### config.mk
export PLATFORM = sky130hd
export DESIGN_NAME = control_packet_timer_scheduler_unit
export DESIGN_NICKNAME = d
export VERILOG_FILES = /design/src/hdl/ctps_pkg.sv /design/src/hdl/ctps_front.sv /design/src/hdl/ctps_fifo.sv /design/src/hdl/ctps_back.sv /design/src/hdl/control_packet_timer_scheduler_unit.sv
export VERILOG_INCLUDE_DIRS = /design/src /design/src/hdl
export SDC_FILE = /design/constraint.sdc
export NUM_CORES = 2
export LEC_CHECK = 0
export BUFFER_PORTS_ARGS = -buffer_cell sky130_fd_sc_hd__buf_2
export CAP_MARGIN = 15
export CORE_MARGIN = 2
export CORE_UTILIZATION = 55
export CTS_BUF_LIST = sky130_fd_sc_hd__clkbuf_4 sky130_fd_sc_hd__clkbuf_8 sky130_fd_sc_hd__clkbuf_16
export CTS_CLUSTER_DIAMETER = 150
export CTS_CLUSTER_SIZE = 16
export DETAILED_ROUTE_END_ITERATION = 12
export PLACE_DENSITY_LB_ADDON = 0.3
export SYNTH_ARGS = -nofsm -noshare
export SYNTH_HDL_FRONTEND = slang
export SYNTH_SLANG_ARGS = --single-unit
### constraint.sdc
create_clock -name clk_i -period 8.29 [get_ports clk_i]
set_input_delay 1.658 -clock clk_i [delete_from_list [all_inputs] [get_ports clk_i]]
set_output_delay 1.658 -clock clk_i [all_outputs]
set_load 0.01 [all_outputs]
### src/hdl/assert_macros.svh
// assertion macros used by the timer scheduler top level
// depends on: nothing; users provide clk_i and rst_ni in scope
`ifndef ASSERT_MACROS_SVH
`define ASSERT_MACROS_SVH

// property must hold on every rising edge outside reset
`define CTPS_ASSERT(lbl, prop, msg) \
  lbl: assert property (@(posedge clk_i) disable iff (!rst_ni) prop) \
    else $error(msg);

// condition must never be seen outside reset
`define CTPS_ASSERT_NEVER(lbl, cond, msg) \
  `CTPS_ASSERT(lbl, !(cond), msg)

`endif

### src/hdl/ctps_pkg.sv
// types and constants of the control packet timer scheduler
// depends on: nothing
package ctps_pkg;

  // fixed timing constants, register reset values and the default queue depth
  localparam logic [31:0] MIN_NAK_INTERVAL    = 32'd20000;
  localparam logic [31:0] ACK_INTERVAL_RST    = 32'd10000;
  localparam logic [31:0] KEEPALIVE_RST       = 32'd1000000;
  localparam logic [31:0] LITE_ACK_PACKETS_RST = 32'd64;
  localparam int unsigned QUEUE_DEPTH         = 4;

  // event codes
  typedef enum logic [2:0] {
    OP_START   = 3'd0,
    OP_DATA    = 3'd1,
    OP_RELEASE = 3'd2,
    OP_SENT    = 3'd3,
    OP_LOSS    = 3'd4,
    OP_POLL    = 3'd5
  } op_e;

  // action codes
  typedef enum logic [1:0] {
    ACT_FULL = 2'd0,
    ACT_LITE = 2'd1,
    ACT_NAK  = 2'd2,
    ACT_KEEP = 2'd3
  } act_e;

  // configuration register indexes
  typedef enum logic [1:0] {
    REG_ACK_INTERVAL  = 2'd0,
    REG_KEEPALIVE     = 2'd1,
    REG_LITE_PACKETS  = 2'd2
  } reg_e;

  // input request
  typedef struct packed {
    logic [2:0]  operation;
    logic [63:0] now_time;
    logic        loss_present;
    logic [31:0] nak_interval_request;
    logic        defer_first_report;
  } ctps_in_t;

  // result request
  typedef struct packed {
    logic [1:0] action;
    logic       last_action;
  } ctps_out_t;

  // actions decided by one poll
  typedef struct packed {
    logic ack_en;
    logic ack_lite;
    logic nak_en;
    logic keep_en;
  } ctps_group_t;

  // configuration write
  typedef struct packed {
    logic        we;
    logic [1:0]  index;
    logic [31:0] data;
  } ctps_cfg_t;

endpackage

### src/hdl/ctps_front.sv
// event front end: configuration, timer state and poll decisions
// depends on: ctps_pkg
module ctps_front
  import ctps_pkg::*;
(
  input  logic        clk_i,
  input  logic        rst_ni,
  input  ctps_cfg_t   cfg_i,
  input  logic        accept_i,
  input  ctps_in_t    item_i,
  output logic        grp_push_o,
  output ctps_group_t grp_o
);

  logic [31:0] ack_iv_q, keep_iv_q, lite_pk_q;
  logic [31:0] ack_iv, keep_iv, lite_iv;

  logic        ack_pending_q, ack_pending_d;
  logic [63:0] next_ack_q, next_ack_d;
  logic [63:0] next_nak_q, next_nak_d;
  logic [63:0] last_send_q, last_send_d;
  logic [31:0] nak_period_q, nak_period_d;
  logic        loss_q, loss_d;
  logic [31:0] pkts_q, pkts_d;
  logic [31:0] lite_thr_q, lite_thr_d;

  logic [63:0] now;
  logic        full_due, lite_due, nak_due, keep_due;
  logic [63:0] keep_sum, ack_sum, nak_sum, start_nak;
  logic [32:0] lite_sum;
  logic [31:0] lite_next;
  logic [31:0] nak_req;
  logic [64:0] defer_sum;
  logic [63:0] defer_time;

  // configuration registers
  always_ff @(posedge clk_i or negedge rst_ni) begin
    if (!rst_ni) begin
      ack_iv_q  <= ACK_INTERVAL_RST;
      keep_iv_q <= KEEPALIVE_RST;
      lite_pk_q <= LITE_ACK_PACKETS_RST;
    end else if (cfg_i.we) begin
      case (cfg_i.index)
        REG_ACK_INTERVAL: ack_iv_q  <= cfg_i.data;
        REG_KEEPALIVE:    keep_iv_q <= cfg_i.data;
        REG_LITE_PACKETS: lite_pk_q <= cfg_i.data;
        default: ;
      endcase
    end
  end

  // intervals never below one
  assign ack_iv  = (ack_iv_q == '0) ? 32'd1 : ack_iv_q;
  assign keep_iv = (keep_iv_q == '0) ? 32'd1 : keep_iv_q;
  assign lite_iv = (lite_pk_q == '0) ? 32'd1 : lite_pk_q;

  // timer arithmetic, all in parallel
  assign now       = item_i.now_time;
  assign keep_sum  = last_send_q + {32'd0, keep_iv};
  assign ack_sum   = now + {32'd0, ack_iv};
  assign nak_sum   = now + {32'd0, nak_period_q};
  assign start_nak = now + {32'd0, MIN_NAK_INTERVAL};
  assign lite_sum  = {1'b0, lite_thr_q} + {1'b0, lite_iv};
  assign lite_next = lite_sum[32] ? '1 : lite_sum[31:0];
  assign nak_req   = (item_i.nak_interval_request < MIN_NAK_INTERVAL) ?
                     MIN_NAK_INTERVAL : item_i.nak_interval_request;
  assign defer_sum  = {1'b0, now} + {33'd0, nak_req};
  assign defer_time = defer_sum[64] ? '1 : defer_sum[63:0];

  // poll decisions
  assign full_due = ack_pending_q && (now >= next_ack_q);
  assign lite_due = ack_pending_q && !full_due && (pkts_q >= lite_thr_q);
  assign nak_due  = loss_q && (now >= next_nak_q);
  assign keep_due = now >= keep_sum;

  // next state per event
  always_comb begin
    ack_pending_d = ack_pending_q;
    next_ack_d    = next_ack_q;
    next_nak_d    = next_nak_q;
    last_send_d   = last_send_q;
    nak_period_d  = nak_period_q;
    loss_d        = loss_q;
    pkts_d        = pkts_q;
    lite_thr_d    = lite_thr_q;
    if (accept_i) begin
      case (item_i.operation)
        OP_START: begin
          ack_pending_d = 1'b0;
          next_ack_d    = ack_sum;
          next_nak_d    = start_nak;
          last_send_d   = now;
          nak_period_d  = MIN_NAK_INTERVAL;
          loss_d        = 1'b0;
          pkts_d        = '0;
          lite_thr_d    = lite_iv;
        end
        OP_DATA: begin
          ack_pending_d = 1'b1;
          if (pkts_q != '1) begin
            pkts_d = pkts_q + 32'd1;
          end
        end
        OP_RELEASE: begin
          ack_pending_d = 1'b1;
          if (now < next_ack_q) begin
            next_ack_d = now;
          end
        end
        OP_SENT: begin
          last_send_d = now;
        end
        OP_LOSS: begin
          nak_period_d = nak_req;
          if (item_i.loss_present && !loss_q) begin
            next_nak_d = item_i.defer_first_report ? defer_time : now;
          end
          loss_d = item_i.loss_present;
        end
        OP_POLL: begin
          if (full_due) begin
            ack_pending_d = 1'b0;
            pkts_d        = '0;
            lite_thr_d    = lite_iv;
            next_ack_d    = ack_sum;
          end else if (lite_due) begin
            lite_thr_d = lite_next;
          end
          if (nak_due) begin
            next_nak_d = nak_sum;
          end
          if (keep_due) begin
            last_send_d = now;
          end
        end
        default: ;
      endcase
    end
  end

  // timer state registers, reset acts as a start at time zero
  always_ff @(posedge clk_i or negedge rst_ni) begin
    if (!rst_ni) begin
      ack_pending_q <= 1'b0;
      next_ack_q    <= {32'd0, ACK_INTERVAL_RST};
      next_nak_q    <= {32'd0, MIN_NAK_INTERVAL};
      last_send_q   <= '0;
      nak_period_q  <= MIN_NAK_INTERVAL;
      loss_q        <= 1'b0;
      pkts_q        <= '0;
      lite_thr_q    <= LITE_ACK_PACKETS_RST;
    end else begin
      ack_pending_q <= ack_pending_d;
      next_ack_q    <= next_ack_d;
      next_nak_q    <= next_nak_d;
      last_send_q   <= last_send_d;
      nak_period_q  <= nak_period_d;
      loss_q        <= loss_d;
      pkts_q        <= pkts_d;
      lite_thr_q    <= lite_thr_d;
    end
  end

  // action group of a poll
  assign grp_o.ack_en   = full_due || lite_due;
  assign grp_o.ack_lite = lite_due;
  assign grp_o.nak_en   = nak_due;
  assign grp_o.keep_en  = keep_due;
  assign grp_push_o = accept_i && (item_i.operation == OP_POLL) &&
                      (grp_o.ack_en || nak_due || keep_due);

endmodule

### src/hdl/ctps_fifo.sv
// small queue of poll action groups between front and back end
// depends on: ctps_pkg
module ctps_fifo
  import ctps_pkg::*;
#(
  parameter int unsigned Depth = QUEUE_DEPTH
) (
  input  logic        clk_i,
  input  logic        rst_ni,
  input  logic        push_i,
  input  ctps_group_t data_i,
  input  logic        pop_i,
  output ctps_group_t data_o,
  output logic        valid_o,
  output logic        full_o
);

  localparam int unsigned IdxW = (Depth > 1) ? $clog2(Depth) : 1;
  localparam int unsigned CntW = $clog2(Depth + 1);
  localparam logic [IdxW-1:0] LastIdx = IdxW'(Depth - 1);
  localparam logic [CntW-1:0] FullCnt = CntW'(Depth);
  localparam logic [IdxW-1:0] IdxOne  = IdxW'(1);
  localparam logic [CntW-1:0] CntOne  = CntW'(1);

  ctps_group_t         mem_q [Depth];
  logic [IdxW-1:0]     wr_ptr_q, rd_ptr_q;
  logic [CntW-1:0]     cnt_q;

  // entry storage
  always_ff @(posedge clk_i) begin
    if (push_i) begin
      mem_q[wr_ptr_q] <= data_i;
    end
  end

  // pointers and fill count
  always_ff @(posedge clk_i or negedge rst_ni) begin
    if (!rst_ni) begin
      wr_ptr_q <= '0;
      rd_ptr_q <= '0;
      cnt_q    <= '0;
    end else begin
      if (push_i) begin
        wr_ptr_q <= (wr_ptr_q == LastIdx) ? '0 : wr_ptr_q + IdxOne;
      end
      if (pop_i) begin
        rd_ptr_q <= (rd_ptr_q == LastIdx) ? '0 : rd_ptr_q + IdxOne;
      end
      if (push_i && !pop_i) begin
        cnt_q <= cnt_q + CntOne;
      end else if (pop_i && !push_i) begin
        cnt_q <= cnt_q - CntOne;
      end
    end
  end

  assign data_o  = mem_q[rd_ptr_q];
  assign valid_o = cnt_q != '0;
  assign full_o  = cnt_q == FullCnt;

endmodule

### src/hdl/ctps_back.sv
// back end: issues the actions of one group, one result per cycle while pop is high
// depends on: ctps_pkg
module ctps_back
  import ctps_pkg::*;
(
  input  logic        clk_i,
  input  logic        rst_ni,
  input  ctps_group_t head_i,
  input  logic        head_valid_i,
  output logic        head_pop_o,
  output ctps_out_t   res_o,
  output logic        empty_o,
  input  logic        pop_i
);

  ctps_group_t grp_q, grp_d;
  logic        grp_any, grp_last;
  logic [1:0]  grp_cnt;

  assign grp_any = grp_q.ack_en || grp_q.nak_en || grp_q.keep_en;
  assign grp_cnt = {1'b0, grp_q.ack_en} + {1'b0, grp_q.nak_en} + {1'b0, grp_q.keep_en};
  assign grp_last = grp_cnt == 2'd1;

  // first remaining action of the current group: ACK, then NAK, then keepalive
  always_comb begin
    if (grp_q.ack_en) begin
      res_o.action = grp_q.ack_lite ? ACT_LITE : ACT_FULL;
    end else if (grp_q.nak_en) begin
      res_o.action = ACT_NAK;
    end else begin
      res_o.action = ACT_KEEP;
    end
  end
  assign res_o.last_action = grp_last;
  assign empty_o = !grp_any;

  // retire taken action, load next group without a gap
  always_comb begin
    grp_d = grp_q;
    if (pop_i && grp_any) begin
      if (grp_q.ack_en) begin
        grp_d.ack_en = 1'b0;
      end else if (grp_q.nak_en) begin
        grp_d.nak_en = 1'b0;
      end else begin
        grp_d.keep_en = 1'b0;
      end
    end
    head_pop_o = head_valid_i && (!grp_any || (pop_i && grp_last));
    if (head_pop_o) begin
      grp_d = head_i;
    end
  end

  always_ff @(posedge clk_i or negedge rst_ni) begin
    if (!rst_ni) begin
      grp_q <= '0;
    end else begin
      grp_q <= grp_d;
    end
  end

endmodule

### src/hdl/control_packet_timer_scheduler_unit.sv
// Receiver control timer scheduler. An event request is taken in any cycle in which full is
// low, so events go in one per clock; the front end updates the ACK, loss report and
// keepalive timers in that same cycle. A poll that finds k actions due (1 to 3) places them
// as one group in a queue of QueueDepth groups (a poll with none places nothing), and the
// back end hands them out in order, one result per cycle while pop is high, with last_action
// set on the final one. The first action of a poll passes through the group queue and then
// the back end's group register before it can be taken, later when older groups are still
// waiting. A poll with k actions thus yields k results; full rises only while the group
// queue is full. Configuration writes take effect at the next event that uses the register.
`include "assert_macros.svh"

// top level: front end, group queue and back end
// depends on: ctps_pkg, ctps_front, ctps_fifo, ctps_back, assert_macros.svh
module control_packet_timer_scheduler_unit
  import ctps_pkg::*;
#(
  parameter int unsigned QueueDepth = QUEUE_DEPTH
) (
  input  logic        clk_i,
  input  logic        rst_ni,
  input  logic        cfg_we_i,
  input  logic [1:0]  cfg_index_i,
  input  logic [31:0] cfg_data_i,
  input  logic        push,
  output logic        full,
  input  ctps_in_t    in_item_i,
  output logic        empty,
  input  logic        pop,
  output ctps_out_t   res_o
);

  ctps_cfg_t   cfg;
  logic        accept;
  logic        q_push, q_pop, q_valid, q_full;
  ctps_group_t q_in, q_head;

  assign cfg.we    = cfg_we_i;
  assign cfg.index = cfg_index_i;
  assign cfg.data  = cfg_data_i;

  assign full   = q_full;
  assign accept = push && !q_full;

  // event handling and poll decisions
  ctps_front u_front (
    .clk_i      (clk_i),
    .rst_ni     (rst_ni),
    .cfg_i      (cfg),
    .accept_i   (accept),
    .item_i     (in_item_i),
    .grp_push_o (q_push),
    .grp_o      (q_in)
  );

  // decoupling queue
  ctps_fifo #(
    .Depth (QueueDepth)
  ) u_fifo (
    .clk_i   (clk_i),
    .rst_ni  (rst_ni),
    .push_i  (q_push),
    .data_i  (q_in),
    .pop_i   (q_pop),
    .data_o  (q_head),
    .valid_o (q_valid),
    .full_o  (q_full)
  );

  // result issue
  ctps_back u_back (
    .clk_i        (clk_i),
    .rst_ni       (rst_ni),
    .head_i       (q_head),
    .head_valid_i (q_valid),
    .head_pop_o   (q_pop),
    .res_o        (res_o),
    .empty_o      (empty),
    .pop_i        (pop)
  );

  // queue never written when full nor read when empty
  `CTPS_ASSERT_NEVER(a_no_overflow, q_push && q_full, "group queue overflow")
  `CTPS_ASSERT(a_no_underflow, q_pop |-> q_valid, "group queue underflow")
  // only an accepted poll yields a group
  `CTPS_ASSERT(a_push_on_poll, q_push |-> (accept && in_item_i.operation == OP_POLL),
               "group pushed without accepted poll")

endmodule

After elaboration in Yosys (flattened, before gate mapping) --
Memory sizes are Yosys's and may differ from the RTL's. Cells that the tools add are included.
Word-level totals: bits of input ports 140, output and inout bits 5, RAM bits 16, memories kept 1, register bits 397, word-level logic and storage cells 152
Operators by class: add/sub/neg operators 13, eq/ne operators 21, magnitude comparators 6, mux-type cells 39, reductions and logical operators 54
Memories:
- u_fifo.mem_q | words 4, width 4, read ports 1, clocked after Yosys merged registers in 0, write ports 1, line ctps_fifo.sv:25 | ctps_group_t mem_q [Depth];
Operator list (count):
- $mux W64 | 7
- $pmux W64 S3 | 2
- $mux W32 | 9
- $add A64 B32 Y64 | 3
- $ge A64 B64 Y1 | 3
- $pmux W32 S2 | 2
- $pmux W64 S2 | 1
- $logic_not A32 Y1 | 3
- $pmux W32 S3 | 1
- $add A64 B32 Y65 | 1
- $add A64 B15 Y64 const B | 1
- $lt A64 B64 Y1 | 1
- $add A32 B32 Y33 | 1
- $add A32 B1 Y32 const B | 1
- $ge A32 B32 Y1 | 1
- $lt A32 B15 Y1 const B | 1
- $ne A32 B32 Y1 const B | 1
- $reduce_bool A3 Y1 | 5
- $logic_and A1 B1 Y1 | 13
- $ne A2 B1 Y1 const B | 6
- $reduce_and A3 Y1 | 4
- $reduce_and A4 Y1 | 3
- $mux W2 | 5
- $reduce_and A2 Y1 | 5
- other kinds (23) | 53

Logic depth before layout (Yosys ltp) --
depth after elaboration 13, depth in mapped cells 33, depth with buffers taken out 32

By module --
From an unflattened synthesis, not the netlist that was laid out.
Unflattened totals: cell total of the unflattened synthesis 4176, area, all modules 35530.3 um^2
Modules (own cells, without submodules):
- ctps_front | area each 34264.1 um^2, cells each 4093, seq. area each 9695.5 um^2, instances 1
- ctps_fifo | area each 993.5 um^2, cells each 58, seq. area each 655.6 um^2, instances 1
- ctps_back | area each 259.0 um^2, cells each 24, seq. area each 100.1 um^2, instances 1
- control_packet_timer_scheduler_unit | area each 13.8 um^2, cells each 1, seq. area each 0.0 um^2, instances 1

Worst setup path after synthesis --
No wires, ideal clock.
path kind reg-to-reg, from reg u_front.keep_iv_q[24], to reg u_fifo.cnt_q[2], setup time 0.079 ns, data required time 8.211 ns, stages on the path, launching flop included 33, path buffers 1, data arrival time 5.923 ns, clock period less this slack 6.002 ns, slack 2.288 ns, path through dfrtp_1 nor4_1 nand4_1 o21bai_1 ha_1 inv_1 fa_1 nor2b_1 o31a_1 o21ai_1 o41ai_1 a211o_1 o211a_1 o31ai_1 a21oi_1 buf_2 nand4_1 xor2_1 ha_1 a21oi_1 nor2b_1 o21ai_0 a21oi_1 a211oi_1 o31a_1 o211a_1 a31oi_1 ha_1 inv_1 fa_1 xor2_1 nor2_1 xor2_1
Between the ends: cells in the longest elaborated chain, start to end 9, elaborated cells on any way between the ends 11, classes of those cells add/sub: 1; order compare: 1; mux: 2; reduce/logical: 7
RTL lines:
- from (decl) | line ctps_front.sv:15 | logic [31:0] ack_iv_q, keep_iv_q, lite_pk_q;
- from (signal assigned) | line ctps_front.sv:45 | REG_KEEPALIVE: keep_iv_q <= cfg_i.data;
- $logic_not A32 Y1 | line ctps_front.sv:54 | assign keep_iv = (keep_iv_q == '0) ? 32'd1 : keep_iv_q;
- $mux W32 (*) | line ctps_front.sv:54
- $add A64 B32 Y64 (*) | line ctps_front.sv:59 | assign keep_sum = last_send_q + {32'd0, keep_iv};
- $ge A64 B64 Y1 (*) | line ctps_front.sv:74 | assign keep_due = now >= keep_sum;
- $logic_or A1 B1 Y1 (*) | line ctps_front.sv:170 | (grp_o.ack_en || nak_due || keep_due);
- $logic_and A1 B1 Y1 (*) | line ctps_front.sv:169 | assign grp_push_o = accept_i && (item_i.operation == OP_POLL) &&
- net q_push | line control_packet_timer_scheduler_unit.sv:34 | logic q_push, q_pop, q_valid, q_full;
- $logic_not A1 Y1 | line ctps_fifo.sv:51 | end else if (pop_i && !push_i) begin
- $logic_and A1 B1 Y1 | line ctps_fifo.sv:51
- $reduce_bool A2 Y1 (no line)
- to (signal assigned) | line ctps_fifo.sv:50 | cnt_q <= cnt_q + CntOne;
- to (signal assigned) | line ctps_fifo.sv:52 | cnt_q <= cnt_q - CntOne;
- to (decl) | line ctps_fifo.sv:27 | logic [CntW-1:0] cnt_q;
The timed path passes the listed nets; every way through them passes the cells marked *. A chain may end at the register's enable or synchronous reset.

Final worst setup path --
from reg u_front.keep_iv_q[27], to reg u_fifo.cnt_q[2]
The elaborated chain is that of the path after synthesis.

==> impl_metrics.csv <==
group,metric,value,unit
finish,seqCellArea,10500,µm²
yosys,synth_top_area_cell,"dfrtp_1",
job,cap_violations,0,
finish,drive_above_1_share,0.123,
timing,setup-tns-final,0,ps
yosys,synth.most_common_cell,"ha_1",
timing,rsz0062_at_grt,"no",
cts,cts_root_buffer,"clkbuf_16",
cts,clock_latency,640,ps
timing,relSlewSlack,0.226,
timing,period_share,0.888,
timing,period_needed,7370,ps
cts,cts_sinks,413,
hold_path,hold_path_depth,2,
timing,hold_ws,481,ps
cts,htree_levels,1,
routing,wire_per_inst,22.4,µm
timing,slew_violations,0,
floorplanning,ios,145,
global_routing,grt_pass1_wl,173000,µm
timing,maxClockFrequency,136,MHz
setup_path,critPathLaunchType,"flip-flop",
timing,fin_skew,39.4,ps
global_routing,grt_pass1_vias,30400,
placement,io_buffers,144,
floorplanning,die_w,258,µm
timing,report.final.setup_viol,0,
cts,clk_path_buf_depth,3,
setup_path,required,8830,ps
placement,dp_hpwl,83500,µm
setup_path,critPathKind,"flip-flop to flip-flop",
pwr,p_leak,16.6,nW
yosys,async_flop_share,0.961,
routing,vias,31800,
yosys,synthTopCellsByArea,"dfrtp_1 (26%), ha_1 (14%), mux2_2 (5.3%), a21oi_1 (4.4%), nand2_1 (4.1%)",
yosys,yosys.area.top_type_share,0.260,
yosys,yosys.cell_types.count,106,
timing,tightest_slew,1160,ps
global_routing,grt_max_degree,125,
floorplanning,initial_core_util,0.553,
routing,ant_nets,0,
setup_path,arrival,7910,ps
routing,initialDrtViolationCount,2821,
yosys,synthTopCellsByCount,"ha_1 (392), nand2_1 (389), dfrtp_1 (368), a21oi_1 (308), o21ai_0 (276)",
hold_path,min-delay-path-class,"flip-flop to flip-flop",
floorplanning,core,64000,µm²
routing,drt_wl_total,111000,µm
finish,final_core_util,0.584,
cts,clk_pin_slew,80,ps
yosys,synth_sequential_area_ratio,0.295,
cts,ctsResizeCount,0,
cts,tritoncts,"done",
timing,worst_slack,925,ps
global_routing,grt_usage,0.328,
global_routing,antenna_found_initial,10,
routing,drt_pass1_iterations,6,
placement,gp_congestion,1.03,
yosys,syn-cell-area,35400,µm²
yosys,yosys_register_bits,413,
finish,nets,4635,
floorplanning,die_y,258,µm
finish,multi_input_area,23000,µm²
finish,synthToLayoutAreaGrowth,5.56,%
yosys,synth_edf_count,16,
finish,nFillCells,5760,
timing,hold_viol,0,
routing,viasPerCell,6.39,
pwr,finalPower,10.6,mW
cts,postCtsSetupRepairBufs,0,
routing,drcViolationCount,0,
cts,cts_made_buffers,29,
run_status,outcome,"complete, no violations",
yosys,synth_cells,4167,
yosys,avgSynthCellArea,8.50,µm²
setup_path,cp-end-kind,"flip-flop",
yosys,synth.net_count,4706,
global_routing,gr-total-overflow,0,
cts,cts-hold-fix-buffers,0,
placement,place_ws,964,ps
pwr,vdd_ir_drop_max,0.241,mV
setup_path,cp_max_fo,7,
setup_path,reg2reg_depth,27,
yosys,synthFlopType,"dfrtp_1",
pwr,power.density,284,nW/µm²
floorplanning,dieArea,66400,µm²
yosys,ys.warnings.count,0,
floorplanning,row_count,93,
[cell families after synthesis]
| group | after synthesis | share of synthesized area |
|---|---|---|
| AO/OA/AOI/OAI | 1220 | 0.222 |
| XOR/XNOR | 242 | 0.0599 |
| flip-flops | 413 | 0.295 |
| AND/OR/NAND/NOR | 1204 | 0.165 |
| buffers and inverters | 508 | 0.0568 |
| adder cells (fa/ha/maj) | 399 | 0.142 |
| multiplexers | 181 | 0.0585 |
[worst paths after layout]
| kind | slack (ps) | to | from |
|---|---|---|---|
| hold / removal | 480 | u_front.next_ack_q[8] | u_front.next_ack_q[8] |
| min in group asynchronous | 1040 | u_back.grp_q[1] | rst_ni |
| setup reg to reg | 920 | u_fifo.cnt_q[2] | u_front.keep_iv_q[27] |
| hold reg to reg | 480 | u_front.next_ack_q[8] | u_front.next_ack_q[8] |
| max in group asynchronous | 5770 | u_front.ack_iv_q[16] | rst_ni |
| setup / recovery | 920 | u_fifo.cnt_q[2] | u_front.keep_iv_q[27] |
[cell type report]
cell class,instances,share of cell area
well taps,855,0.0286
inverters,225,0.0226
diodes,5,0.000335
repair buffers,181,0.0282
clock buffers,52,0.0240
clock inverters,2,0.000670
flip-flops and latches,413,0.280
multi-input cells,3246,0.616
[through the flow]
stage          instance area (µm²)  std cells
4_1_cts                      37300       4973
3_3_place_gp                 36400       4919
5_1_grt                      37400       4975
2_1_floorplan                35400       4167
3_5_place_dp                 36400       4919
6_report                     37400       4979
[cells in the final DEF, fill, tap and decap left out, drive strengths merged, types with 117 or more instances in the layout]
master,n
mux2,167
buf,181
o21ai,322
a21oi,314
dfrtp,368
nand3,117
nand2,390
xnor2,144
inv,226
nor2,246
ha,392
[worst max-delay path, stage by stage (launching register included)]
cell       delay (ps)
dfrtp_1           420
nor4_1            340
nand4_1           230
o21bai_1          220
ha_1              210
a211oi_1          100
o21ai_1           190
a41o_1            250
a211o_1           230
a2bb2oi_2         120
o221ai_1          720
nand2_1           420
nor3_1            600
nand3_1           170
xor2_1            170
ha_1              290
nand4_1           140
nor4_1            380
o31ai_1           130
o31a_1            120
o211a_1           200
a31oi_1           490
ha_1              270
inv_1              60
fa_1              370
xor2_1            170
nor2_1            110
xor2_1            150
[sequential cells by signal (all words and copies together), names as in the netlist, 2 cells and up]
signal,count
u_back.grp_q,4
u_front.last_send_q,64
u_front.keep_iv_q,32
u_fifo.wr_ptr_q,2
u_fifo.rd_ptr_q,2
u_front.pkts_q,32
u_front.ack_iv_q,32
u_fifo.cnt_q,3
u_front.next_nak_q,64
u_front.nak_period_q,32
u_front.lite_thr_q,32
u_front.next_ack_q,64
u_fifo.mem_q,16
u_front.lite_pk_q,32
[report_power, final]
part / switching (mW) / leakage [nW] / internal (mW)
Clock: 0.788 / 0.477 / 0.741
Sequential: 0.549 / 4.90 / 2.76
Combinational: 3.28 / 11.2 / 2.48
Total: 4.62 / 16.6 / 5.98
[routing by layer]
layer | global-route usage | share of wire | up-vias
met1 | 0.423 | 0.42 | 15200
li1 | - | - | 15000
met3 | 0.0653 | 0.080 | 347
met5 | 0 | 0.00065 | -
met4 | 0.154 | 0.051 | 12
met2 | 0.531 | 0.45 | 1281
No activity file was read; power rests on OpenSTA's default activity.
